--- config.mk ---
export PLATFORM = sky130hd
export DESIGN_NAME = tfn_ram
export DESIGN_NICKNAME = d
export VERILOG_FILES = /design/src/rtl/triangle_face_normal_core_assert.svh /design/src/rtl/tfn_ram.sv
export SDC_FILE = /design/constraint.sdc
export NUM_CORES = 1
export LEC_CHECK = 0
export ABC_AREA = 1
export BUFFER_PORTS_ARGS = -buffer_cell sky130_fd_sc_hd__clkbuf_2
export CAP_MARGIN = 20
export CORE_MARGIN = 2
export CORE_UTILIZATION = 55
export DETAILED_ROUTE_END_ITERATION = 12
export PLACE_DENSITY = 0.72
export SLEW_MARGIN = 20
export SYNTH_ARGS = -nofsm -noshare
export SYNTH_HDL_FRONTEND = slang
export SYNTH_SLANG_ARGS = --single-unit
--- constraint.sdc ---
create_clock -name clk -period 1.9 [get_ports clk]
set_input_delay 0.19 -clock clk [delete_from_list [all_inputs] [get_ports clk]]
set_output_delay 0.19 -clock clk [all_outputs]
set_load 0.01 [all_outputs]
--- src/rtl/triangle_face_normal_core_assert.svh ---
// assertion macros for the triangle face normal core
`ifndef TRIANGLE_FACE_NORMAL_CORE_ASSERT_SVH
`define TRIANGLE_FACE_NORMAL_CORE_ASSERT_SVH
`ifndef ASSERT_OFF
`define TFN_ASSERT(label, prop, msg) \
    label: assert property (@(posedge clk) disable iff (!rst_n) prop) else $error(msg);
`define TFN_ASSERT_NEVER(label, cond, msg) \
    label: assert property (@(posedge clk) disable iff (!rst_n) !(cond)) else $error(msg);
`else
`define TFN_ASSERT(label, prop, msg)
`define TFN_ASSERT_NEVER(label, cond, msg)
`endif
`endif

--- src/rtl/tfn_ram.sv ---
// generic single-port ram with registered read
`default_nettype none
module tfn_ram #(
    parameter int WIDTH = 8,
    parameter int DEPTH = 16,
    parameter int AW    = (DEPTH > 1) ? $clog2(DEPTH) : 1
) (
    input  wire logic             clk,
    input  wire logic             we,
    input  wire logic [AW-1:0]    addr,
    input  wire logic [WIDTH-1:0] wdata,
    output logic      [WIDTH-1:0] rdata
);
    logic [WIDTH-1:0] mem [DEPTH];
    logic [WIDTH-1:0] rdata_reg;

    always_ff @(posedge clk)
    begin
        if (we)
        begin
            mem[addr] <= wdata;
        end
        rdata_reg <= mem[addr];
    end

    assign rdata = rdata_reg;
endmodule
`default_nettype wire

==> impl_summary.log <==
[metrics] compound-cell area share of the yosys netlist: 0
[metrics] DP Wirelength: 7497 µm
[metrics] Clk Latency, worst-skew pair: just over 0.5 ns
[metrics] Mapped Area: 5593 µm²
[metrics] worst supply voltage drop on vdd: approximately 0.0009 V
[metrics] GRT overflow: 0
[metrics] post-route worst hold slack: 0.1843 ns
[metrics] Placeable Area: 9819 µm²
[metrics] CTS buffer count: 17
[metrics] post-synthesis sequential area ratio: 0.7159
[metrics] result of the run: completed
[metrics] number of hold-repair buffers added at the cts stage: 0
[metrics] TritonCTS clock tree: yes
[metrics] largest stage delay on the critical path: between 0.3 and 0.4 ns
[metrics] y dimension of the die: 104.8 µm
[metrics] Worst Setup SP: rdata[6]
[metrics] sink of the worst hold path: mem[4][2]
[metrics] starting DRC count in detailed routing: 372
[metrics] simple logic cell fraction of the synthesized area: 0.2479
[metrics] number of nets still failing antenna checks after routing: 0
[metrics] number of vias in the routed layout: 3772
[metrics] DR vias/cell: roughly 5.1
[metrics] reported max-cap violation count: 0
[metrics] r2r setup slk: 0.88 ns
[metrics] standby leakage power: 2.829 nW
[metrics] Final Cycle Share: 0.6139
[metrics] top-level port count: 22
[metrics] number of H-tree levels: 4
[metrics] Netlist cell types: 11
[metrics] slew at the pin closest to its max-slew limit: 0.4637 ns
[metrics] clk sinks: 136
[metrics] total track usage: 0.2286
[metrics] destination of the worst register-to-register timing path: rdata[4]
[metrics] worst clock skew: between 0.006 and 0.007 ns
[metrics] required time of the worst setup path: 1.71 ns
[metrics] global-route wire length before repair: 18680 µm
[metrics] Wirelength per Cell: around 16 µm
[metrics] routed wire length: 11810 µm
[metrics] Tightest Hold Check Type: in2reg
[metrics] post-synthesis register bit count: roughly 140
[metrics] Initial Util: 0.5696
[metrics] crit-path cells: clkbuf_2
[metrics] timing-limited maximum frequency: 0.8573 GHz
[metrics] kind of cell adding the most delay to the critical path: flip-flops
[metrics] root buffer selected by CTS: sky130_fd_sc_hd__clkbuf_8
[metrics] flip-flop count of the largest register, all copies and words added: 128
[metrics] pin count of the biggest net entering global routing: 33
[metrics] register clock-pin slew on the reported worst setup and hold paths: 0.06 ns
[metrics] final number of setup-violating endpoints: 0
[metrics] IO Port Bufs: 21
[metrics] fraction of post-synthesis cell area in the top cell type by area: 0.6872
[metrics] Syn-to-layout area delta: 16.02%
[metrics] number of setup buffers added after CTS: 0
[metrics] vias in the first global route: 3731
[metrics] nets: 606
[metrics] Reg2Reg Depth: 8
[metrics] count of instances resized after the clock tree is built: 0
[metrics] fin crit period: 1.166 ns
[metrics] start point of the worst min-delay path: wdata[2]
[metrics] power density relative to cell area: 1035 nW/µm²
[metrics] TritonRoute pass-1 iters: 5
[metrics] layout cells sized above 1: 0.1240
[metrics] layout filler cell count: about 760
[metrics] total count of hold-check failures in the final report: 0
[metrics] cell type with the largest total area after synthesis: sky130_fd_sc_hd__edfxtp_1
[metrics] adder and majority cell fraction of the synthesized area: 0
[metrics] relative slew slack: 0.6909
[metrics] most common cell after layout, fill and taps aside: sky130_fd_sc_hd__nand2_1
[metrics] mux contribution to synthesized area: 0
[metrics] Site Rows: 36
[metrics] number of warnings reported in the yosys synthesis log: 0
[metrics] CP endpoint kind: output port
[metrics] RePlAce Congestion: 0.8525
[metrics] number of antenna violations at the first check in global routing: 0
[metrics] Avg Synthesized Cell Area: 10.21 µm²
[metrics] worst r2r src: mem[5][4]
[metrics] Bufs on Longest Clock Path: 2
[metrics] data arrival time of the critical path: 0.98 ns
[metrics] Final TNS setup: 0 ns
[metrics] Die Footprint: between 10000 and 15000 µm²
[metrics] number of pins exceeding their max-slew limit in the final report: 0
[metrics] Crit Path Max Fanout: 1
[metrics] post-synth net total: 562
[metrics] CP Class: reg2out
[metrics] count of inserted antenna diode cells: 0
[metrics] cell with the largest stage delay on the worst path: sky130_fd_sc_hd__dfxtp_1
[metrics] startpoint types: register
[metrics] width of the die: 104.8 µm
[metrics] count of unresolved DRC violations after routing: 0
[metrics] commonest cells after routing, fill and taps aside: sky130_fd_sc_hd__nand2_1, sky130_fd_sc_hd__edfxtp_1, sky130_fd_sc_hd__buf_4
[metrics] post-synthesis share of cell area spent on xor and xnor gates: 0
[metrics] unrepaired setup endpoints after global routing: false
[metrics] main combinational cell family by area after synthesis: simple AND/OR/NAND/NOR gates
[metrics] biggest area contributors in the synthesized netlist: sky130_fd_sc_hd__edfxtp_1, sky130_fd_sc_hd__nand2_1, sky130_fd_sc_hd__dfxtp_1, sky130_fd_sc_hd__inv_1, sky130_fd_sc_hd__nor2_1
[metrics] Crit path buffers/inverters: 1
[metrics] number of cells on the worst hold path: 1
[metrics] gate count of the mapped netlist: 548
-- final cells by class --
| cell class | instances | area, µm² | area share |
|---|---|---|---|
| repair buffers | 46 | 305.3 | 0.04705 |
| well taps | 133 | 166.4 | 0.02565 |
| clock buffers | 23 | 466.7 | 0.07192 |
| flip-flops and latches | 136 | 4004 | 0.6170 |
| clock inverters | 9 | 73.82 | 0.01138 |
| multi-input cells | 368 | 1386 | 0.2137 |
| inverters | 23 | 86.33 | 0.01331 |
-- power by group --
| part | internal [mW] | switching [mW] | leakage (nW) | total (mW) |
|---|---|---|---|---|
| combinational | 0.118 | 0.293 | 1.34 | 0.412 |
| sequential | 3.36 | 0.0189 | 1.22 | 3.38 |
| clock | 1.82 | 1.11 | 0.265 | 2.93 |
| total | 5.29 | 1.42 | 2.83 | 6.71 |
-- cell families (layout without fill, tap and decap cells) --
kind of cell	Yosys count	after routing
simple gates	368	368
buf+inv	44	101
flops	136	136
-- per-layer routing --
layer	GRT usage	share of wire
met1	0.3053	0.41
met2	0.3706	0.50
met3	0.04866	0.079
met4	0.08762	0.013
met5	0	0
-- through the flow --
step / power (mW) / worst slack [ns] / std cells / utilization / cell area (µm²)
final: 6.715 / 0.7335 / 738 / 0.6608 / 6489
after global placement: 3.840 / 0.3504 / 706 / 0.6058 / 5948
after global routing: 6.940 / 0.6914 / 738 / 0.6608 / 6489
after CTS: 6.755 / 0.7068 / 738 / 0.6608 / 6489
after floorplan: 3.674 / 0.3328 / 548 / - / 5593
after detailed placement: 3.848 / 0.3368 / 706 / 0.6058 / 5948
-- how the worst max path moves through the flow --
stage,depth (start not counted),end,slack (ns)
final,1,rdata[6],0.73
after global routing,1,rdata[6],0.69
after CTS,1,rdata[6],0.71
after detailed placement,5,mem[8][1],0.34
after global placement,5,mem[8][6],0.35
after floorplan,4,mem[3][0],0.33
-- cell usage after synthesis --
| cell | instances |
|---|---|
| sky130_fd_sc_hd__clkbuf_1 | 3 |
| sky130_fd_sc_hd__buf_4 | 6 |
| sky130_fd_sc_hd__inv_2 | 1 |
| sky130_fd_sc_hd__clkinv_1 | 1 |
| sky130_fd_sc_hd__nor2_1 | 18 |
| sky130_fd_sc_hd__nand2_1 | 346 |
| sky130_fd_sc_hd__inv_1 | 21 |
| sky130_fd_sc_hd__edfxtp_1 | 128 |
| sky130_fd_sc_hd__nand3_1 | 4 |
| sky130_fd_sc_hd__buf_2 | 12 |
| sky130_fd_sc_hd__dfxtp_1 | 8 |
Power figures use the tool's default switching activity.
