--- src/rtl/triangle_face_normal_core_assert.svh ---
// assertion macros for the triangle face normal core
`ifndef TRIANGLE_FACE_NORMAL_CORE_ASSERT_SVH
`define TRIANGLE_FACE_NORMAL_CORE_ASSERT_SVH
`ifndef ASSERT_OFF
`define TFN_ASSERT(label, prop, msg) \
    label: assert property (@(posedge clk) disable iff (!rst_n) prop) else $error(msg);
`define TFN_ASSERT_NEVER(label, cond, msg) \
    label: assert property (@(posedge clk) disable iff (!rst_n) !(cond)) else $error(msg);
`else
`define TFN_ASSERT(label, prop, msg)
`define TFN_ASSERT_NEVER(label, cond, msg)
`endif
`endif

--- src/rtl/tfn_pkg.sv ---
// shared types and constants of the triangle face normal core
`default_nettype none
package tfn_pkg;
    localparam int COORD_WIDTH = 16;
    localparam int SLOT_WIDTH  = 10;
    localparam int LIMIT_WIDTH = 36;
    localparam int NORM_WIDTH  = 16;
    localparam int FRAC_STEPS  = 15;
    localparam int EDGE_WIDTH  = COORD_WIDTH + 1;
    localparam int PROD_WIDTH  = 2 * EDGE_WIDTH;
    localparam int CROSS_WIDTH = PROD_WIDTH + 1;
    localparam int MAG_WIDTH   = PROD_WIDTH;
    localparam int HALF_WIDTH  = MAG_WIDTH / 2;
    localparam int MUL_WIDTH   = HALF_WIDTH + 1;
    localparam int MULP_WIDTH  = 2 * MUL_WIDTH;
    localparam int SUM_WIDTH   = 2 * MAG_WIDTH;
    localparam int LEN_WIDTH   = MAG_WIDTH;

    localparam int DEF_VERTEX_DEPTH = 1024;
    localparam int DEF_FACE_DEPTH   = 1024;

    localparam logic [1:0] KIND_VERTEX = 2'd0;
    localparam logic [1:0] KIND_FACE   = 2'd1;
    localparam logic [1:0] KIND_QUERY  = 2'd2;

    typedef struct packed {
        logic [1:0]                    kind;
        logic [SLOT_WIDTH-1:0]         slot;
        logic signed [COORD_WIDTH-1:0] coord_x;
        logic signed [COORD_WIDTH-1:0] coord_y;
        logic signed [COORD_WIDTH-1:0] coord_z;
        logic [SLOT_WIDTH-1:0]         corner_a;
        logic [SLOT_WIDTH-1:0]         corner_b;
        logic [SLOT_WIDTH-1:0]         corner_c;
    } in_item_t;

    typedef struct packed {
        logic [SLOT_WIDTH-1:0]        face_number;
        logic signed [NORM_WIDTH-1:0] normal_x;
        logic signed [NORM_WIDTH-1:0] normal_y;
        logic signed [NORM_WIDTH-1:0] normal_z;
        logic                         degenerate;
    } out_item_t;
endpackage
`default_nettype wire

--- src/rtl/tfn_sqrt.sv ---
// bit-serial integer square root, one result bit per cycle
`default_nettype none
module tfn_sqrt (
    input  wire logic                          clk,
    input  wire logic                          rst_n,
    input  wire logic                          start,
    input  wire logic [tfn_pkg::SUM_WIDTH-1:0] radicand,
    output logic                               done,
    output logic      [tfn_pkg::LEN_WIDTH-1:0] root
);
    import tfn_pkg::*;
    localparam int CNT_W = $clog2(LEN_WIDTH);
    localparam logic [CNT_W-1:0] CNT_LAST = CNT_W'(LEN_WIDTH - 1);

    logic [SUM_WIDTH-1:0]   rad_reg;
    logic [LEN_WIDTH-1:0]   rem_reg;
    logic [LEN_WIDTH-1:0]   root_reg;
    logic [CNT_W-1:0]       cnt_reg;
    logic                   run_reg;
    logic                   done_reg;
    logic [LEN_WIDTH+1:0]   rem_sh;
    logic [LEN_WIDTH+1:0]   trial;
    logic [LEN_WIDTH+1:0]   diff;
    logic                   fits;

    assign rem_sh = {rem_reg, rad_reg[SUM_WIDTH-1 -: 2]};
    assign trial  = {root_reg, 2'b01};
    assign fits   = rem_sh >= trial;
    assign diff   = rem_sh - trial;

    always_ff @(posedge clk or negedge rst_n)
    begin
        if (!rst_n)
        begin
            run_reg  <= 1'b0;
            done_reg <= 1'b0;
            cnt_reg  <= '0;
        end
        else
        begin
            done_reg <= run_reg && (cnt_reg == CNT_LAST);
            if (start)
            begin
                run_reg <= 1'b1;
                cnt_reg <= '0;
            end
            else if (run_reg)
            begin
                cnt_reg <= cnt_reg + 1'b1;
                if (cnt_reg == CNT_LAST)
                begin
                    run_reg <= 1'b0;
                end
            end
        end
    end

    always_ff @(posedge clk)
    begin
        if (start)
        begin
            rad_reg  <= radicand;
            rem_reg  <= '0;
            root_reg <= '0;
        end
        else if (run_reg)
        begin
            rad_reg  <= {rad_reg[SUM_WIDTH-3:0], 2'b00};
            // remainder stays below twice the root, so it fits the narrow register
            rem_reg  <= fits ? diff[LEN_WIDTH-1:0] : rem_sh[LEN_WIDTH-1:0];
            root_reg <= {root_reg[LEN_WIDTH-2:0], fits};
        end
    end

    assign done = done_reg;
    assign root = root_reg;
endmodule
`default_nettype wire

--- config.mk ---
export PLATFORM = sky130hd
export DESIGN_NAME = tfn_sqrt
export DESIGN_NICKNAME = d
export VERILOG_FILES = /design/src/rtl/triangle_face_normal_core_assert.svh /design/src/rtl/tfn_pkg.sv /design/src/rtl/tfn_sqrt.sv
export SDC_FILE = /design/constraint.sdc
export NUM_CORES = 1
export LEC_CHECK = 0
export BUFFER_PORTS_ARGS = -buffer_cell sky130_fd_sc_hd__clkbuf_2
export CORE_MARGIN = 2
export CORE_UTILIZATION = 63
export CTS_CLUSTER_DIAMETER = 50
export DETAILED_ROUTE_END_ITERATION = 10
export PLACE_DENSITY = 0.92
export SLEW_MARGIN = 20
export SYNTH_ARGS = -nofsm -noshare
export SYNTH_HDL_FRONTEND = slang
export SYNTH_SLANG_ARGS = --single-unit
--- constraint.sdc ---
create_clock -name clk -period 6.15 [get_ports clk]
set_clock_uncertainty 0.1 [all_clocks]
set_input_delay 0.3075 -clock clk [delete_from_list [all_inputs] [get_ports clk]]
set_output_delay 0.3075 -clock clk [all_outputs]
set_load 0.05 [all_outputs]
==> reports/metrics.cfg, run 1 <==
[status]
status = finished, final reports clean

[cts]
ctsLongestPathBuffers = 2
h-tree-depth = 4
cts.reportedPaths.clkPinSlew_ns = 0.06
clkLatencyLatePin_ns = 0.42
cts-root-buf = clkbuf_16
cts.sinks = 144
cts_tree = done
cts_setup_buffers = 0
cts_made_buffers = 17

[die]
io-pin-count = 106
die_h_um = 116
die_area_sq_um = 13500
die_x_um = 116
core_area_sq_um = 12100
start_util = 0.653
num_rows = 40

[detailed_routing]
dr_wl_met3_um = 1240
drc = 0
first_iter_violations = 504
vias = 6076
routed_via_density = 5.88
met1Wirelength_um = 7560
ant_nets = 0
wl_per_cell_um = 17.5
drt_wl_total_um = 18100
dr.pass1.iters = 5
wl_met2_um = 8960
topRoutingLayerUsed = met4

[setup_path]
path_cells = inv_1 > ha_1 > nand4_2 > or4_1 > or4_1 > o31ai_1 > a211oi_1 > o21ai_4 > buf_4 > mux2i_1 > a211oi_1
required_ns = 6.30
path_buf_inv = 2
crit_slowest_cell = o21ai_4
cpPeakStageDelay_ns = 0.85
critPathKind = flop to flop
worst_setup_path_end_kind = flop
start_kind = flop
arrival_ns = 4.44
cpLargestDelayFamily = simple AND/OR/NAND/NOR gates
path_max_fanout = 29

[grt]
antenna_found_initial = 0
grt_pass1_vias = 5969
grt_pass1_wl_um = 29300
grt_max_degree = 77
grt_overflow = 0
grt_usage = 0.282

[synthesis]
synth_top_area_frac = 0.258
synth_nets = 875
synth_cells = 766
yosys-top-cells-count = 88 x nor2_1, 68 x dfxtp_1, 68 x edfxtp_1
synth_area_leaders = edfxtp_1 26%, dfxtp_1 17%, mux2_2 9.4%, mux2i_1 7.1%, ha_1 6.0%
synth-seq-cells = 144
synth_ff_type = edfxtp_1
syn_area_sq_um = 7910
yosysWarningCount = 0
ys_async_sr_fraction = 0.0556
syn_area_per_cell_sq_um = 10.3
seq_area_frac_synth = 0.456
synth_edf_count = 68
post-synth-top-area-cell = edfxtp_1
yosysUniqueCellTypes = 51
synth_most_common_cell = nor2_1

[pwr]
switchingPower_mw = 1.66
intPower_mw = 2.72
p_seq_frac = 0.283
swShare = 0.379
combPwrFrac = 0.475
cellLeakagePower_nw = 4.12
p_clk_frac = 0.242
power_mw = 4.38
p_per_area_nw_per_um2 = 481
ir_drop_mv = 0.267

[run]
drv_cap = 0

[timing]
max_clock_freq_mhz = 233
finalSetupTns_ns = 0
final-hold-violation-count = 0
period_share = 0.697
tightest_slew_ns = 1.05
drv_slew = 0
slew_headroom = 0.300
finalWorstPathRequiredPeriod_ns = 4.29
setup_violations = 0
rsz0062_at_grt = false

[final_layout]
diodes = 0
final_util = 0.751
nNetsFinal = 962
areaGrowthSynthToFinish_pct = 15.1
largest_register_ffs = 68
layout-drive-gt1-share = 0.244

[place]
dp_hpwl_um = 12200
gp_congestion = 0.883
port_buffers = 105

[min_path]
hold_class = input pin to flop

-- worst reg2reg max path, delay by kind of cell (launching register included) --
family | cells | cell delay, ns
muxes | 1 | 0.24
buffers and inverters | 2 | 0.46
AOI/OAI and AO/OA | 4 | 1.17
and+or+nand+nor | 3 | 1.32
adders and majority gates | 1 | 0.46
DFF | 1 | 0.37
-- through the flow --
stage                     cell area (sq um)  std cells  setup WS [ns]  hold WS [ns]
after floorplan                        7910        766           2.69       -0.0881
after global placement                 8490       1001           2.10        0.0597
after detailed placement               8490       1001           1.97        0.0668
after CTS                              9100       1034           1.89        0.0639
after global routing                   9100       1034           1.64        0.0625
final                                  9100       1034           1.86        0.0758
-- per-layer routing --
| layer | vias to the layer above | GRT usage |
|---|---|---|
| li1 | 2944 | - |
| met1 | 2895 | 0.343 |
| met2 | 209 | 0.476 |
| met3 | 28 | 0.0973 |
| met4 | 0 | 0.0865 |
| met5 | - | 0 |
-- placed cells by master, fill, tap and decap left out, types with 6 or more instances in the layout --
cell type / instances
a211oi_1: 33
a21o_1: 17
a21oi_1: 31
a31oi_1: 11
clkbuf_16: 17
clkbuf_2: 104
dfrtp_1: 7
dfxtp_1: 68
edfxtp_1: 68
ha_1: 38
inv_1: 50
mux2_2: 66
mux2i_1: 56
nand2_1: 37
nand3_1: 10
nand4_1: 10
nor2_1: 88
nor3_1: 7
o21ai_0: 22
o21bai_1: 9
o31ai_1: 6
xnor2_1: 24
xor2_1: 12
-- area by class of cell --
class	count	area, sq um
fillers	838	3010
flip-flops and latches	144	3610
clock inverters	9	134
well taps	168	210
clock buffers	23	468
multi-input cells	529	3920
inverters	51	191
repair buffers	110	568
-- worst paths after layout --
| check | startpoint | end | slack [ns] | cells past startpoint |
|---|---|---|---|---|
| worst max register to register | root[28]$_SDFFE_PP0P_ | rem_reg[6]$_SDFFE_PP0P_ | 1.86 | 11 |
| worst min-delay path | radicand[1] | rad_reg[1]$_SDFFCE_PN0P_ | 0.08 | 2 |
| max in group asynchronous | rst_n | run_reg$_DFF_PN0_ | 5.58 | 2 |
| min in group asynchronous | rst_n | cnt_reg[1]$_DFFE_PN0P_ | 0.17 | 2 |
| worst min register to register | rem_reg[3]$_SDFFE_PP0P_ | rem_reg[3]$_SDFFE_PP0P_ | 0.40 | 2 |
| worst max-delay path | root[28]$_SDFFE_PP0P_ | rem_reg[6]$_SDFFE_PP0P_ | 1.86 | 11 |
-- logic make-up (layout without fill, tap and decap cells) --
family | after synthesis | after routing | share of synthesized area
AND/OR/NAND/NOR | 174 | 174 | 0.0967
AO/OA/AOI/OAI | 159 | 159 | 0.134
flip-flops | 144 | 144 | 0.456
multiplexers | 122 | 122 | 0.165
buffers and inverters | 93 | 193 | 0.0489
adder cells (fa/ha/maj) | 38 | 38 | 0.0601
XOR/XNOR | 36 | 36 | 0.0399
-- power by group through the flow --
stage	clock (mW)	sequential [mW]	combinational, mW
finish	1.06	1.24	2.08
global route	1.11	1.25	2.28
CTS	1.07	1.24	2.05
detailed placement	0	1.25	2.01
global placement	0	1.25	1.96
floorplan	0	1.25	1.64
-- repair_timing --
| action | CTS | global route |
|---|---|---|
| hold buffers | 1 | 0 |
| hold endpoints to repair | 8 | 0 |
| gates resized for setup | 0 | 0 |
(Power assumes the default switching activity.)
==> inputs of run 2 (changes only) <==
- CORE_UTILIZATION: 63 -> 53
- PLACE_DENSITY: 0.92 -> 0.83
- clock period: 6.15 -> 3.7 ns (I/O delays scaled with it)
==> reports/metrics.cfg, run 2 (same netlist as run 1, synthesis figures left out) <==
[status]
status = finished, final reports clean

[detailed_routing]
routed_via_density = 5.60
first_iter_violations = 371
dr.pass1.iters = 5
wl_per_cell_um = 17.1
drt_wl_total_um = 19300
ant_nets = 0
drc = 0
vias = 6325

[final_layout]
mostFrequentLayoutCell = clkbuf_2
layout-drive-gt1-share = 0.239
final_util = 0.681
final_cell_mix = 104 x clkbuf_2, 88 x nor2_1, 68 x dlygate4sd3_1, 68 x edfxtp_1, 68 x dfxtp_1
largest_register_ffs = 68
areaGrowthSynthToFinish_pct = 25.2
nNetsFinal = 1040

[pwr]
cellLeakagePower_nw = 4.47
ir_drop_mv = 0.463
p_per_area_nw_per_um2 = 742

[grt]
antenna_found_initial = 1
grt_pass1_vias = 6251
grt_overflow = 0
grt_pass1_wl_um = 30900
grt_max_degree = 94
grt_usage = 0.243

[die]
die_x_um = 126
die_area_sq_um = 15900
start_util = 0.544
num_rows = 44
io-pin-count = 106
core_area_sq_um = 14500
die_h_um = 126

[run]
drv_cap = 0

[min_path]
hold_class = input pin to flop

[cts]
cts_made_buffers = 17
cts-root-buf = clkbuf_16
h-tree-depth = 4
cts.sinks = 144
ctsLongestPathBuffers = 2
cts_tree = done
clkLatencyLatePin_ns = 0.43
cts.reportedPaths.clkPinSlew_ns = 0.06

[setup_path]
worst_setup_path_end_kind = flop
start_kind = flop
critPathKind = flop to flop
arrival_ns = 3.66
required_ns = 3.86
path_max_fanout = 13

[timing]
slew_headroom = 0.364
finalWorstPathRequiredPeriod_ns = 3.50
drv_slew = 0
setup_violations = 0
final-hold-violation-count = 0
tightest_slew_ns = 0.950
fin_ws_ns = 0.205
period_share = 0.945
max_clock_freq_mhz = 286

[place]
post-place-ws_ns = 0.221
port_buffers = 105
gp_congestion = 0.916
dp_hpwl_um = 11400

==> run 2: cell count changes in the layout (fill, tap and decap cells not counted), moves of 2 or more <==
cell / previous run / this run
dlygate4sd3_1: 1 / 68
buf_4: 5 / 14
clkbuf_1: 4 / 0
inv_8: 0 / 4
inv_6: 1 / 4
clkinv_4: 1 / 3
clkinvlp_4: 2 / 0
==> run 2: per-stage QoR <==
| step | instance area (sq um) | setup TNS, ns | power [mW] | hold slack [ns] | cells |
|---|---|---|---|---|---|
| CTS | 9880 | 0 | 7.31 | 0.00374 | 1127 |
| finish | 9900 | 0 | 7.35 | 0.0436 | 1129 |
| global route | 9900 | -0.0407 | 7.83 | 0.0428 | 1129 |
| global placement | 8590 | 0 | 5.39 | -0.0606 | 1027 |
| detailed placement | 8590 | 0 | 5.44 | -0.0580 | 1027 |
| floorplan | 7910 | 0 | 4.80 | -0.211 | 766 |
==> run 2: layer usage <==
metal / up-vias / share of wire / global-route usage
li1: 3103 / - / -
met1: 2983 / 0.42 / 0.291
met2: 204 / 0.50 / 0.423
met3: 35 / 0.058 / 0.0680
met4: 0 / 0.022 / 0.0802
met5: - / 0 / 0
==> run 2: final timing paths <==
kind / from / to / slack (ns) / cells after the start
hold reg to reg: rem_reg[33]$_SDFFE_PP0P_ / rem_reg[33]$_SDFFE_PP0P_ / 0.40 / 2
setup / recovery: root[23]$_SDFFE_PP0P_ / rem_reg[3]$_SDFFE_PP0P_ / 0.20 / 11
setup reg to reg: root[23]$_SDFFE_PP0P_ / rem_reg[3]$_SDFFE_PP0P_ / 0.20 / 11
max in group asynchronous: rst_n / run_reg$_DFF_PN0_ / 3.24 / 2
hold / removal: radicand[58] / rad_reg[58]$_DFFE_PP_ / 0.04 / 2
min in group asynchronous: rst_n / done$_DFF_PN0_ / 0.05 / 2
==> run 2: repair_timing <==
action / CTS / global route
hold buffers: 68 / 0
setup buffers: 0 / 1
endpoints found under the hold margin: 75 / 0
gates resized for setup: 0 / 1
endpoints found under the setup margin: 0 / 6
==> run 2: report_power, final <==
group | internal, mW | switching (mW)
Sequential | 1.91 | 0.156
Combinational | 1.63 | 1.87
Clock | 1.04 | 0.739
Total | 4.58 | 2.77
==> run 2: final cells by class <==
| cell class | instances | area, sq um |
|---|---|---|
| Sequential cell | 144 | 3610 |
| Tap cell | 184 | 230 |
| Timing Repair Buffer | 188 | 1340 |
| Antenna cell | 1 | 2.50 |
| Inverter | 51 | 191 |
| Clock buffer | 18 | 439 |
| Fill cell | 1078 | 4630 |
| Multi-Input combinational cell | 529 | 3920 |
| Clock inverter | 14 | 170 |
==> run 2: critical path, stage by stage (launching register included) <==
cell	delay, ns
dfxtp_1	0.37
inv_1	0.06
ha_1	0.45
nand4_1	0.24
or4_1	0.50
or4_1	0.54
o31ai_1	0.08
a211oi_1	0.11
o21ai_4	0.31
buf_4	0.27
mux2i_1	0.21
a211oi_1	0.09
