**config.mk**
```make
export PLATFORM = sky130hd
export DESIGN_NAME = tfn_div
export DESIGN_NICKNAME = d
export VERILOG_FILES = /design/src/rtl/triangle_face_normal_core_assert.svh /design/src/rtl/tfn_pkg.sv /design/src/rtl/tfn_div.sv
export SDC_FILE = /design/constraint.sdc
export NUM_CORES = 1
export LEC_CHECK = 0
export CAP_MARGIN = 10
export CORE_MARGIN = 2
export CORE_UTILIZATION = 45
export CTS_CLUSTER_DIAMETER = 120
export DETAILED_ROUTE_END_ITERATION = 12
export DONT_BUFFER_PORTS = 1
export GPL_TIMING_DRIVEN = 0
export SYNTH_ARGS = -nofsm -noshare
export SYNTH_HDL_FRONTEND = slang
export SYNTH_SLANG_ARGS = --single-unit
```
**constraint.sdc**
```tcl
create_clock -name clk -period 8.2 [get_ports clk]
set_clock_uncertainty 0.05 [all_clocks]
set_input_delay 1.64 -clock clk [delete_from_list [all_inputs] [get_ports clk]]
set_output_delay 1.64 -clock clk [all_outputs]
set_load 0.05 [all_outputs]
```
**src/rtl/triangle_face_normal_core_assert.svh**
```systemverilog
// assertion macros for the triangle face normal core
`ifndef TRIANGLE_FACE_NORMAL_CORE_ASSERT_SVH
`define TRIANGLE_FACE_NORMAL_CORE_ASSERT_SVH
`ifndef ASSERT_OFF
`define TFN_ASSERT(label, prop, msg) \
    label: assert property (@(posedge clk) disable iff (!rst_n) prop) else $error(msg);
`define TFN_ASSERT_NEVER(label, cond, msg) \
    label: assert property (@(posedge clk) disable iff (!rst_n) !(cond)) else $error(msg);
`else
`define TFN_ASSERT(label, prop, msg)
`define TFN_ASSERT_NEVER(label, cond, msg)
`endif
`endif

```
**src/rtl/tfn_pkg.sv**
```systemverilog
// shared types and constants of the triangle face normal core
`default_nettype none
package tfn_pkg;
    localparam int COORD_WIDTH = 16;
    localparam int SLOT_WIDTH  = 10;
    localparam int LIMIT_WIDTH = 36;
    localparam int NORM_WIDTH  = 16;
    localparam int FRAC_STEPS  = 15;
    localparam int EDGE_WIDTH  = COORD_WIDTH + 1;
    localparam int PROD_WIDTH  = 2 * EDGE_WIDTH;
    localparam int CROSS_WIDTH = PROD_WIDTH + 1;
    localparam int MAG_WIDTH   = PROD_WIDTH;
    localparam int HALF_WIDTH  = MAG_WIDTH / 2;
    localparam int MUL_WIDTH   = HALF_WIDTH + 1;
    localparam int MULP_WIDTH  = 2 * MUL_WIDTH;
    localparam int SUM_WIDTH   = 2 * MAG_WIDTH;
    localparam int LEN_WIDTH   = MAG_WIDTH;

    localparam int DEF_VERTEX_DEPTH = 1024;
    localparam int DEF_FACE_DEPTH   = 1024;

    localparam logic [1:0] KIND_VERTEX = 2'd0;
    localparam logic [1:0] KIND_FACE   = 2'd1;
    localparam logic [1:0] KIND_QUERY  = 2'd2;

    typedef struct packed {
        logic [1:0]                    kind;
        logic [SLOT_WIDTH-1:0]         slot;
        logic signed [COORD_WIDTH-1:0] coord_x;
        logic signed [COORD_WIDTH-1:0] coord_y;
        logic signed [COORD_WIDTH-1:0] coord_z;
        logic [SLOT_WIDTH-1:0]         corner_a;
        logic [SLOT_WIDTH-1:0]         corner_b;
        logic [SLOT_WIDTH-1:0]         corner_c;
    } in_item_t;

    typedef struct packed {
        logic [SLOT_WIDTH-1:0]        face_number;
        logic signed [NORM_WIDTH-1:0] normal_x;
        logic signed [NORM_WIDTH-1:0] normal_y;
        logic signed [NORM_WIDTH-1:0] normal_z;
        logic                         degenerate;
    } out_item_t;
endpackage
`default_nettype wire

```
**src/rtl/tfn_div.sv**
```systemverilog
// three-lane restoring divider giving the q0.15 fraction magnitudes
`default_nettype none
module tfn_div (
    input  wire logic                                clk,
    input  wire logic                                rst_n,
    input  wire logic                                start,
    input  wire logic [tfn_pkg::LEN_WIDTH-1:0]       len,
    input  wire logic [2:0][tfn_pkg::MAG_WIDTH-1:0]  mag,
    output logic                                     done,
    output logic      [2:0][tfn_pkg::FRAC_STEPS-1:0] quo
);
    import tfn_pkg::*;
    localparam int CNT_W = $clog2(FRAC_STEPS);
    localparam logic [CNT_W-1:0] CNT_LAST = CNT_W'(FRAC_STEPS - 1);

    logic [LEN_WIDTH-1:0]        len_reg;
    logic [2:0][LEN_WIDTH-1:0]   r_reg;
    logic [2:0][FRAC_STEPS-1:0]  q_reg;
    logic [2:0]                  sat_reg;
    logic [CNT_W-1:0]            cnt_reg;
    logic                        run_reg;
    logic                        done_reg;
    logic [2:0][LEN_WIDTH-1:0]   r_next;
    logic [2:0]                  bit_next;
    logic [LEN_WIDTH:0]          r_sh;
    logic [LEN_WIDTH:0]          r_diff;

    always_comb
    begin
        r_next   = r_reg;
        bit_next = '0;
        r_sh     = '0;
        r_diff   = '0;
        for (int i = 0; i < 3; i++)
        begin
            r_sh   = {r_reg[i], 1'b0};
            r_diff = r_sh - {1'b0, len_reg};
            bit_next[i] = r_sh >= {1'b0, len_reg};
            r_next[i]   = bit_next[i] ? r_diff[LEN_WIDTH-1:0] : r_sh[LEN_WIDTH-1:0];
        end
    end

    always_ff @(posedge clk or negedge rst_n)
    begin
        if (!rst_n)
        begin
            run_reg  <= 1'b0;
            done_reg <= 1'b0;
            cnt_reg  <= '0;
        end
        else
        begin
            done_reg <= run_reg && (cnt_reg == CNT_LAST);
            if (start)
            begin
                run_reg <= 1'b1;
                cnt_reg <= '0;
            end
            else if (run_reg)
            begin
                cnt_reg <= cnt_reg + 1'b1;
                if (cnt_reg == CNT_LAST)
                begin
                    run_reg <= 1'b0;
                end
            end
        end
    end

    always_ff @(posedge clk)
    begin
        if (start)
        begin
            len_reg <= len;
            for (int i = 0; i < 3; i++)
            begin
                r_reg[i]   <= mag[i];
                q_reg[i]   <= '0;
                // a component as long as the whole vector is full scale
                sat_reg[i] <= mag[i] >= len;
            end
        end
        else if (run_reg)
        begin
            r_reg <= r_next;
            for (int i = 0; i < 3; i++)
            begin
                q_reg[i] <= {q_reg[i][FRAC_STEPS-2:0], bit_next[i]};
            end
        end
    end

    always_comb
    begin
        for (int i = 0; i < 3; i++)
        begin
            quo[i] = sat_reg[i] ? {FRAC_STEPS{1'b1}} : q_reg[i];
        end
    end

    assign done = done_reg;
endmodule
`default_nettype wire

```
==> out/metrics.csv, run 1 <==
stage;metric;value;unit
final_layout;final_nets;2173;
final_layout;fin_cells;2306;
grt;grt_pass1_vias;13900;
sta;final_period_minus_worst_setup_slack;4.74;ns
routing;first_pass_iters;5;
grt;grt_pass1_wl;85700;um
logic_synthesis;synth.distinct_cells;86;
final_layout;final_area;17800;um2
setup_path;path_max_fanout;61;
cts;cts.sinks;190;
sta;fin_crit_sh;57.8;%
setup_path;critPathTopFamily;buffers and inverters;
logic_synthesis;synthCells;1805;
sta;fin_setup_tns;0;ns
cts;cts-root-buf;clkbuf_16;
power_and_ir_drop;leakage;8.06;nW
logic_synthesis;synth-warning-count;0;
job;maxCapViolCount;0;
cts;numCtsBuffers;17;
routing;wirelength;57600;um
logic_synthesis;synth_commonest_cells;ha_1 (206), a21oi_1 (141), edfxtp_1 (139);
routing;drtIter0Drc;1299;
sta;grt_setup_unrepaired;no;
die;rows;70;
logic_synthesis;synth_area;16600;um2
cts;cts_tree;yes;
die;coreArea;36400;um2
power_and_ir_drop;p_per_area;364;nW/um2
cts;cts_setup_buffers;0;
routing;vias;14300;
grt;overflow;0;
sta;tightest_slew;1.08;ns
logic_synthesis;synth-async-reset-ratio;3.16;%
cts;clkTransAtPathRegs;0.08;ns
logic_synthesis;synth_edf_count;139;
setup_path;crit_top_cell;buf_1;
logic_synthesis;ys_ff_latch;190;
final_layout;largest_reg_flops;102;
sta;setup_viol;0;
power_and_ir_drop;power;6.49;mW
run_status;status;finished clean;
die;die_h;196;um
setup_path;worstPathRequired;8.29;ns
placement;dp_hpwl;45600;um
sta;slew_headroom;28.2;%
logic_synthesis;synth.area.top_cells;edfxtp_1 (25%), ha_1 (16%), dfxtp_1 (5.4%), a21oi_1 (4.2%), a21o_1 (4.1%);
placement;dpl_cell_area;17200;um2
power_and_ir_drop;ir_worst_vdd;0.000176;V
setup_path;crit_path_start_kind;input pin;
die;start_util;45.6;%
setup_path;cp.arrival;4.83;ns
placement;port_buffers;0;
sta;fmax;0.211;GHz
final_layout;antenna_cells;0;
final_layout;fin_util;48.9;%
logic_synthesis;syn_avg_cell_area;9.20;um2
cts;cts_resized;0;
die;die_x;196;um
final_layout;area_growth;7.28;%
die;die_area;38500;um2
sta;drv_slew;0;
logic_synthesis;ys.flop_type;edfxtp_1;
cts;holdBufCountCts;0;
setup_path;crit_path_end_kind;flop;
cts;worstSkewPairLatency;0.47;ns
placement;gp_congestion;0.968;
grt;gr-usage-all-layers;30.0;%
grt;antenna_found_initial;0;
sta;hold_viol;0;
cts;htreeDepth;4;
grt;grt_max_degree;62;
hold_path;hold_path.class;reg -> reg;
logic_synthesis;synth_top_area_share;25.1;%
die;io-pin-count;185;
routing;ant_nets;0;
setup_path;worstSetupPathType;in -> reg;
logic_synthesis;yosysSeqAreaShare;31.5;%
routing;drc;0;
setup_path;cpMaxStageDelayCell;buf_1;
logic_synthesis;synth_area_leader_cell;edfxtp_1;
setup_path;path_buf_inv;4;
routing;wire_per_inst;25.0;um
final_layout;drive_above_1_share;8.76;%
logic_synthesis;yosysMostFrequentCell;ha_1;
placement;place_inst;2274;
setup_path;max_stage_delay;0.74;ns
routing;viasPerCell;6.18;
cts;clock_path_buffers;2;
logic_synthesis;synth_nets;2153;
setup_path;cp_cell_sequence;clkbuf_1, buf_1, buf_1, or2_4, buf_16;
[final timing paths]
check | slack [ns] | start | cells past startpoint | end
setup / recovery | 3.46 | start | 5 | r_reg[48]$_DFFE_PP_
hold / removal | 0.44 | q_reg[29]$_SDFFE_PP0P_ | 2 | q_reg[29]$_SDFFE_PP0P_
setup reg to reg | 3.51 | len_reg[1]$_DFFE_PP_ | 12 | r_reg[12]$_DFFE_PP_
hold reg to reg | 0.44 | q_reg[29]$_SDFFE_PP0P_ | 2 | q_reg[29]$_SDFFE_PP0P_
max in group asynchronous | 7.22 | rst_n | 0 | cnt_reg[0]$_DFFE_PN0P_
min in group asynchronous | 0.81 | rst_n | 0 | cnt_reg[1]$_DFFE_PN0P_
[layout make-up]
class                           count  area, um2
Fill cell                        3503      18600
Clock buffer                       18        450
Timing Repair Buffer                1       27.5
Inverter                          104        390
Tap cell                          468        586
Buffer                             79        327
Sequential cell                   190       5230
Clock inverter                     14        143
Multi-Input combinational cell   1432      10700
[tightest hold or removal path: cells and delay by family, from the launching register on]
family        cells  cell delay [ns]
flops             1             0.32
simple gates      1             0.07
mux               1             0.06
[placed cells by master (no fill, tap or decap), drive strengths merged, types with 6 or more instances in the layout]
cell type / netlist / layout
nand3: 25 / 25
and3: 9 / 9
or2: 51 / 51
a31oi: 9 / 9
nor3: 31 / 31
o211ai: 13 / 13
nand2: 115 / 115
xnor2: 45 / 45
ha: 206 / 206
o311ai: 14 / 14
a211oi: 24 / 24
clkinv: 0 / 7
nor3b: 9 / 9
or3: 6 / 6
dfxtp: 45 / 45
nand2b: 16 / 16
o21a: 12 / 12
buf: 21 / 22
inv: 104 / 111
edfxtp: 139 / 139
a21oi: 141 / 141
a21o: 91 / 91
nor2b: 30 / 30
xor2: 45 / 45
o31ai: 16 / 16
clkbuf: 58 / 76
and2: 9 / 9
nand3b: 17 / 17
mux2: 49 / 49
o21bai: 17 / 17
nor2: 137 / 137
mux2i: 58 / 58
a22oi: 6 / 6
dfrtp: 6 / 6
a221o: 8 / 8
a221oi: 10 / 10
o21ai: 99 / 99
nand4: 40 / 40
[power by group]
part	internal, mW	total [mW]	switching [mW]	leakage, nW
combinational	1.67	4.04	2.37	5.87
sequential	1.41	1.58	0.171	1.90
clock	0.423	0.872	0.448	0.293
total	3.50	6.49	2.99	8.06
[stage by stage]
step                      worst slack (ns)  hold WS, ns
after detailed placement              3.08        0.428
after global routing                  3.24        0.482
after global placement                1.97        0.416
after floorplan                       3.91        0.402
final                                 3.46        0.439
after CTS                             3.57        0.446
[cells by family (layout without fill, tap and decap cells)]
family                     Yosys count  count (layout)  synth area share, %
AOI/OAI and AO/OA                  511             511                 20.6
and+or+nand+nor                    515             515                 15.8
adders and majority gates          209             209                 15.9
muxes                              107             107                 7.22
DFF                                190             190                 31.5
buffers and inverters              183             216                 4.32
xor gates and xnor gates            90              90                 4.75
[metal layers]
metal	part of all wire, %	track usage [%]	wire, um
met1	42	39.5	24400
met2	44	46.9	25400
met3	9.2	6.98	5270
met4	4.3	13.4	2480
met5	0	0	0
Note: power is estimated with default switching activity, not from simulation.
==> run 2: changes to the inputs <==
--- a/config.mk
+++ b/config.mk
@@ -5,6 +5,7 @@
 export SDC_FILE = /design/constraint.sdc
 export NUM_CORES = 1
 export LEC_CHECK = 0
+export ABC_AREA = 1
 export CAP_MARGIN = 10
 export CORE_MARGIN = 2
 export CORE_UTILIZATION = 45
==> constraint.sdc (replaced) <==
create_clock -name clk -period 4.23 [get_ports clk]
set_clock_uncertainty 0.05 [all_clocks]
set_input_delay 0.846 -clock clk [delete_from_list [all_inputs] [get_ports clk]]
set_output_delay 0.846 -clock clk [all_outputs]
set_load 0.05 [all_outputs]
==> run 2 against run 1 <==
Compared with the run above: non-clock buffer count decreased by 18; sequential power increased by 87%; design area grew 17%; hold slack worse by 0.078 ns; clock-buffer cell count is 1 lower; synthesized area grew 17%; sequential share of layout area is 4.2 points lower; synthesized cell count rose by 63%; largest power group unchanged; highest routed layer unchanged.
==> out/metrics.csv, run 2 <==
stage;metric;value;unit
final_layout;final_common_cell;nand2_1;
final_layout;final_cell_mix;nand2_1 (1162), inv_1 (495), ha_1 (206), nor2_1 (166), nand3_1 (163);
sta;hold_viol;0;
sta;layout_setup_ws;1.13;ns
logic_synthesis;synth-async-reset-ratio;3.16;%
logic_synthesis;synth.area.top_cells;nand2_1 (22%), edfxtp_1 (22%), ha_1 (13%), inv_1 (9.6%), nand3b_1 (4.8%);
cts;cts.sinks;190;
sta;slew_headroom;41.2;%
grt;grt_use_met1;44.4;%
power_and_ir_drop;ir_worst_vdd;0.000397;V
routing;viasPerCell;5.36;
power_and_ir_drop;p_per_area;652;nW/um2
logic_synthesis;synth_area;19400;um2
setup_path;cp.arrival;3.31;ns
grt;grt_pass1_vias;18000;
logic_synthesis;yosysMostFrequentCell;nand2_1;
grt;gr-usage-all-layers;33.5;%
setup_path;cpMaxStageDelayCell;ha_1;
cts;worstSkewPairLatency;0.53;ns
sta;fin_crit_sh;73.3;%
hold_path;hold_path.class;in -> reg;
die;die_x;212;um
routing;drc;0;
logic_synthesis;synth_edf_count;139;
die;coreArea;42800;um2
logic_synthesis;synth.distinct_cells;48;
logic_synthesis;yosysSeqAreaShare;26.9;%
cts;clock_path_buffers;2;
sta;final_period_minus_worst_setup_slack;3.10;ns
grt;antenna_found_initial;1;
placement;place_inst;3497;
sta;drv_slew;0;
grt;grt_max_degree;104;
final_layout;drive_above_1_share;4.36;%
sta;grt_setup_unrepaired;no;
final_layout;antenna_cells;0;
grt;grt_pass1_wl;109000;um
final_layout;final_nets;3319;
logic_synthesis;synth_top_area_share;22.5;%
power_and_ir_drop;power;13.5;mW
routing;wire_per_inst;21.0;um
cts;cts-root-buf;clkbuf_16;
routing;ant_nets;0;
placement;dp_hpwl;62300;um
grt;grtUsageMet2;51.0;%
cts;numCtsBuffers;17;
setup_path;crit_path_start_kind;flop;
placement;port_buffers;0;
routing;first_pass_iters;5;
sta;tightest_slew;0.882;ns
setup_path;cp_cell_sequence;inv_1, ha_1, a21o_1, a21boi_0, o21ai_0, a21oi_4, buf_2, nand3b_1, nand3_1, nand2_1;
routing;wirelength;74100;um
power_and_ir_drop;leakage;11.2;nW
logic_synthesis;synth_nets;3298;
die;start_util;45.3;%
run_status;status;finished clean;
setup_path;worstSetupPathType;reg -> reg;
sta;fmax;0.322;GHz
setup_path;crit_path_end_kind;flop;
logic_synthesis;synth_area_leader_cell;nand2_1;
grt;top_usage_layer;met2;
routing;drtIter0Drc;1642;
routing;vias;18900;
logic_synthesis;ys_ff_latch;190;
setup_path;max_stage_delay;0.40;ns
cts;cts_resized;0;
final_layout;final_area;20800;um2
grt;overflow;0;
cts;cts_tree;yes;
die;die_area;44800;um2
logic_synthesis;ys.flop_type;edfxtp_1;
sta;setup_viol;0;
die;rows;76;
placement;gp_congestion;1.00;
final_layout;largest_reg_flops;102;
setup_path;path_max_fanout;10;
final_layout;area_growth;7.06;%
cts;htreeDepth;4;
logic_synthesis;synthCells;2950;
die;io-pin-count;185;
final_layout;fin_cells;3530;
placement;dp_slack;1.21;ns
die;die_h;212;um
cts;clkTransAtPathRegs;0.10;ns
logic_synthesis;synth-warning-count;0;
job;maxCapViolCount;0;
setup_path;worstPathRequired;4.44;ns
placement;dpl_cell_area;20100;um2
grt;grt_use_met3;8.83;%
final_layout;n_fill_cell;4478;
logic_synthesis;syn_avg_cell_area;6.57;um2
logic_synthesis;synth_commonest_cells;nand2_1 (1162), inv_1 (495), ha_1 (206);
[run 2: cell types whose count changed after synthesis, sizes merged, moves of 30 or more]
cell	before	now
mux2i	58	0
o22ai	4	48
o21ai	99	36
nand2	115	1181
xor2	45	6
nand3	25	168
inv	104	507
a21o	91	2
mux2	49	0
nor2b	30	0
nand3b	17	124
or2	51	1
nor2	137	172
a21oi	141	111
[run 2: cells by family after synthesis]
logic type	Yosys count	synth area share [%]
simple gates	1711	38.2
buf+inv	568	12.4
compound gates	221	6.59
fa+ha+maj	209	13.6
flops	190	26.9
xor+xnor	51	2.30
[run 2: repair_timing]
item | in CTS | in global routing
hold buffers | 1 | 0
buffers inserted | 0 | 0
hold endpoints to repair | 6 | 0
[run 2: metrics by stage]
stage,hold WS [ns],utilization [%],TNS [ns]
3_5_place_dp,0.424,47.0,0
2_1_floorplan,0.399,-,0
3_3_place_gp,0.415,46.9,-2.84
6_report,0.361,48.5,0
5_1_grt,0.348,48.5,0
4_1_cts,0.346,48.5,0
[run 2: cell type report]
class,count,area [um2],area share [%]
plain buffers,60,502,2.42
inverters,508,1910,9.19
well taps,546,683,3.29
clock buffers,17,425,2.05
multi-input cells,2192,11800,56.7
repair buffers,2,37.5,0.181
clock inverters,15,214,1.03
flip-flops and latches,190,5230,25.2
[run 2: path summary, 6_finish.rpt]
check                                  startpoint  depth (start not counted)                     end  slack [ns]
setup / recovery            len_reg[32]$_DFFE_PP_                         10     r_reg[47]$_DFFE_PP_        1.13
hold / removal                             len[2]                          0    len_reg[2]$_DFFE_PP_        0.36
setup reg to reg            len_reg[32]$_DFFE_PP_                         10     r_reg[47]$_DFFE_PP_        1.13
hold reg to reg            q_reg[44]$_SDFFE_PP0P_                          2  q_reg[44]$_SDFFE_PP0P_        0.43
max in group asynchronous                   rst_n                          1          done$_DFF_PN0_        3.22
min in group asynchronous                   rst_n                          1       run_reg$_DFF_PN0_        0.61
[run 2: per-layer routing]
layer	wire length [um]	share of wire [%]
met1	32200	44
met2	31500	42
met3	6880	9.3
met4	3500	4.7
met5	0	0
[run 2: where the power goes]
| part | internal [mW] | switching [mW] | leakage [nW] | total (mW) |
|---|---|---|---|---|
| registers | 2.66 | 0.303 | 1.90 | 2.96 |
| clock network | 0.832 | 0.986 | 0.308 | 1.82 |
| logic | 3.02 | 5.73 | 9.02 | 8.75 |
| total | 6.51 | 7.02 | 11.2 | 13.5 |
[run 2: worst max-delay path: cells and delay by family (launching register included)]
kind | cells | cell delay, ns
AO/OA/AOI/OAI | 4 | 1.05
adder cells (fa/ha/maj) | 1 | 0.40
buffers and inverters | 2 | 0.72
flip-flops | 1 | 0.36
AND/OR/NAND/NOR | 3 | 0.27
==> run 3: changes to the inputs <==
==> constraint.sdc (replaced) <==
create_clock -name clk -period 3 [get_ports clk]
set_clock_uncertainty 0.05 [all_clocks]
set_input_delay 0.6 -clock clk [delete_from_list [all_inputs] [get_ports clk]]
set_output_delay 0.6 -clock clk [all_outputs]
set_load 0.05 [all_outputs]
==> run 3 against run 2 <==
Compared with the run above: global-route usage barely moved; utilization rose by 0.61 points; hold slack got worse by 0.25 ns; register-to-register slack got worse by 1.1 ns; worst setup slack got worse by 1.1 ns; critical path depth rose by 1; via count rose by 1.1%.
==> out/metrics.csv, run 3 (same netlist as run 2, synthesis figures left out) <==
stage;metric;value;unit
power_and_ir_drop;clkPwrFrac;13.3;%
placement;place_inst;3497;
die;rows;76;
routing;drc;0;
sta;final_period_minus_worst_setup_slack;2.99;ns
sta;slew_headroom;41.9;%
routing;ant_nets;0;
setup_path;path_max_fanout;10;
power_and_ir_drop;power;19.3;mW
die;die_area;44800;um2
cts;htreeDepth;4;
placement;gp_congestion;1.00;
sta;tightest_slew;0.872;ns
placement;port_buffers;0;
setup_path;crit_path_start_kind;flop;
hold_path;min_delay_path_depth;0;
final_layout;largest_reg_flops;102;
cts;clkTransAtPathRegs;0.10;ns
cts;cts_tree;yes;
hold_path;min_to;len_reg[2]$_DFFE_PP_;
cts;cts.sinks;190;
cts;numCtsBuffers;17;
routing;wirelength;74200;um
final_layout;fin_cells;3538;
grt;grt_pass1_vias;18000;
power_and_ir_drop;leakage;11.2;nW
final_layout;area_growth;8.41;%
hold_path;hold_path.class;in -> reg;
final_layout;final_cell_mix;nand2_1 (1161), inv_1 (487), ha_1 (197), nand3_1 (163), nor2_1 (162);
setup_path;reg2reg_to;r_reg[34]$_DFFE_PP_;
sta;drv_slew;0;
sta;fin_crit_sh;99.8;%
die;die_h;212;um
routing;vias;19100;
sta;fmax;0.334;GHz
setup_path;worstPathRequired;3.23;ns
power_and_ir_drop;p_per_area;916;nW/um2
placement;dp_hpwl;62300;um
grt;grt_pass1_wl;109000;um
power_and_ir_drop;p_sw_share;51.7;%
sta;grt_setup_unrepaired;yes;
setup_path;worstSetupPathType;reg -> reg;
grt;grt_max_degree;104;
setup_path;cp.arrival;3.22;ns
final_layout;drive_above_1_share;5.48;%
final_layout;final_common_cell;nand2_1;
routing;drtIter0Drc;1690;
sta;setup_viol;0;
die;die_x;212;um
job;maxCapViolCount;0;
power_and_ir_drop;intPower;9.31;mW
setup_path;reg2reg_slack;0.006;ns
final_layout;final_nets;3327;
power_and_ir_drop;p_sw;9.95;mW
power_and_ir_drop;ir_worst_vdd;0.000560;V
cts;cts-root-buf;clkbuf_16;
die;io-pin-count;185;
hold_path;min_from;len[2];
die;start_util;45.3;%
routing;first_pass_iters;6;
cts;worstSkewPairLatency;0.53;ns
sta;hold_viol;0;
setup_path;r2r-start;len_reg[32]$_DFFE_PP_;
routing;wire_per_inst;21.0;um
power_and_ir_drop;power_frac_comb;64.9;%
final_layout;antenna_cells;0;
routing;viasPerCell;5.41;
grt;antenna_found_initial;0;
run_status;status;finished clean;
cts;clock_path_buffers;2;
grt;gr-usage-all-layers;33.5;%
grt;overflow;0;
sta;fin_setup_tns;0;ns
die;coreArea;42800;um2
setup_path;crit_path_end_kind;flop;
setup_path;reg2reg_depth;11;
power_and_ir_drop;sequentialPowerShare;21.8;%
run 3: cell types whose count changed in the layout (fill, tap and decap cells not counted), moves of 3 or more:
cell        before  now
ha_2             0    4
clkinvlp_4       0    7
inv_1          495  487
buf_4            4    7
nor2_1         166  162
ha_4             0    5
ha_1           206  197
buf_12           1    6
nor2_2           4    8
run 3: timing repair:
action / 4_1_cts / 5_1_grt
hold buffers: 1 / 0
endpoints found under the setup margin: 10 / 91
gates resized for setup: 1 / 29
endpoints found under the hold margin: 6 / 0
buffers inserted: 2 / 6
run 3: cell type report:
type	instances	area, um2
multi-input combinational	2192	11900
sequential	190	5230
buffer	60	504
clock buffer	17	425
fill	4460	21800
tap	546	683
inverter	508	1940
clock inverter	15	214
timing repair buffer	10	160
run 3: power groups by stage:
stage	Combinational (mW)	Sequential, mW	Clock (mW)
3_5_place_dp	12.1	4.19	0
5_1_grt	14.0	4.25	2.68
6_report	12.5	4.19	2.57
4_1_cts	12.2	4.15	2.59
3_3_place_gp	12.0	4.19	0
2_1_floorplan	9.20	4.01	0
run 3: per-stage QoR:
| stage | cell area [um2] | util (%) | hold slack (ns) | setup slack [ns] |
|---|---|---|---|---|
| 2_1_floorplan | 19400 | - | 0.254 | 0.129 |
| 3_3_place_gp | 20100 | 46.9 | 0.255 | -1.03 |
| 3_5_place_dp | 20100 | 47.0 | 0.255 | -0.0183 |
| 4_1_cts | 20800 | 48.6 | 0.0998 | 0.0300 |
| 5_1_grt | 21000 | 49.1 | 0.102 | -0.0294 |
| 6_report | 21000 | 49.1 | 0.115 | 0.00581 |
run 3: routing by layer:
metal	part of all wire (%)	global-route usage, %
met1	44	44.4
met2	43	51.0
met3	9.1	8.84
met4	4.5	15.3
met5	0	0
run 3: critical path, stage by stage (launching register included):
cell        delay (ns)
edfxtp_1          0.37
clkinvlp_4        0.30
ha_2              0.44
a21o_1            0.20
a21boi_0          0.28
o21ai_0           0.22
a21oi_4           0.23
buf_4             0.20
nand2_8           0.08
buf_6             0.17
inv_2             0.12
o22ai_1           0.09
run 3: worst max-delay path by stage:
stage	from	to	slack [ns]	cells after the start
after floorplan	start	r_reg[0]$_DFFE_PP_	0.13	3
after global placement	start	r_reg[63]$_DFFE_PP_	-1.03	3
after detailed placement	len_reg[32]$_DFFE_PP_	r_reg[47]$_DFFE_PP_	-0.02	10
after CTS	len_reg[30]$_DFFE_PP_	r_reg[73]$_DFFE_PP_	0.03	11
after global routing	len_reg[8]$_DFFE_PP_	r_reg[94]$_DFFE_PP_	-0.03	15
final	len_reg[32]$_DFFE_PP_	r_reg[34]$_DFFE_PP_	0.006	11
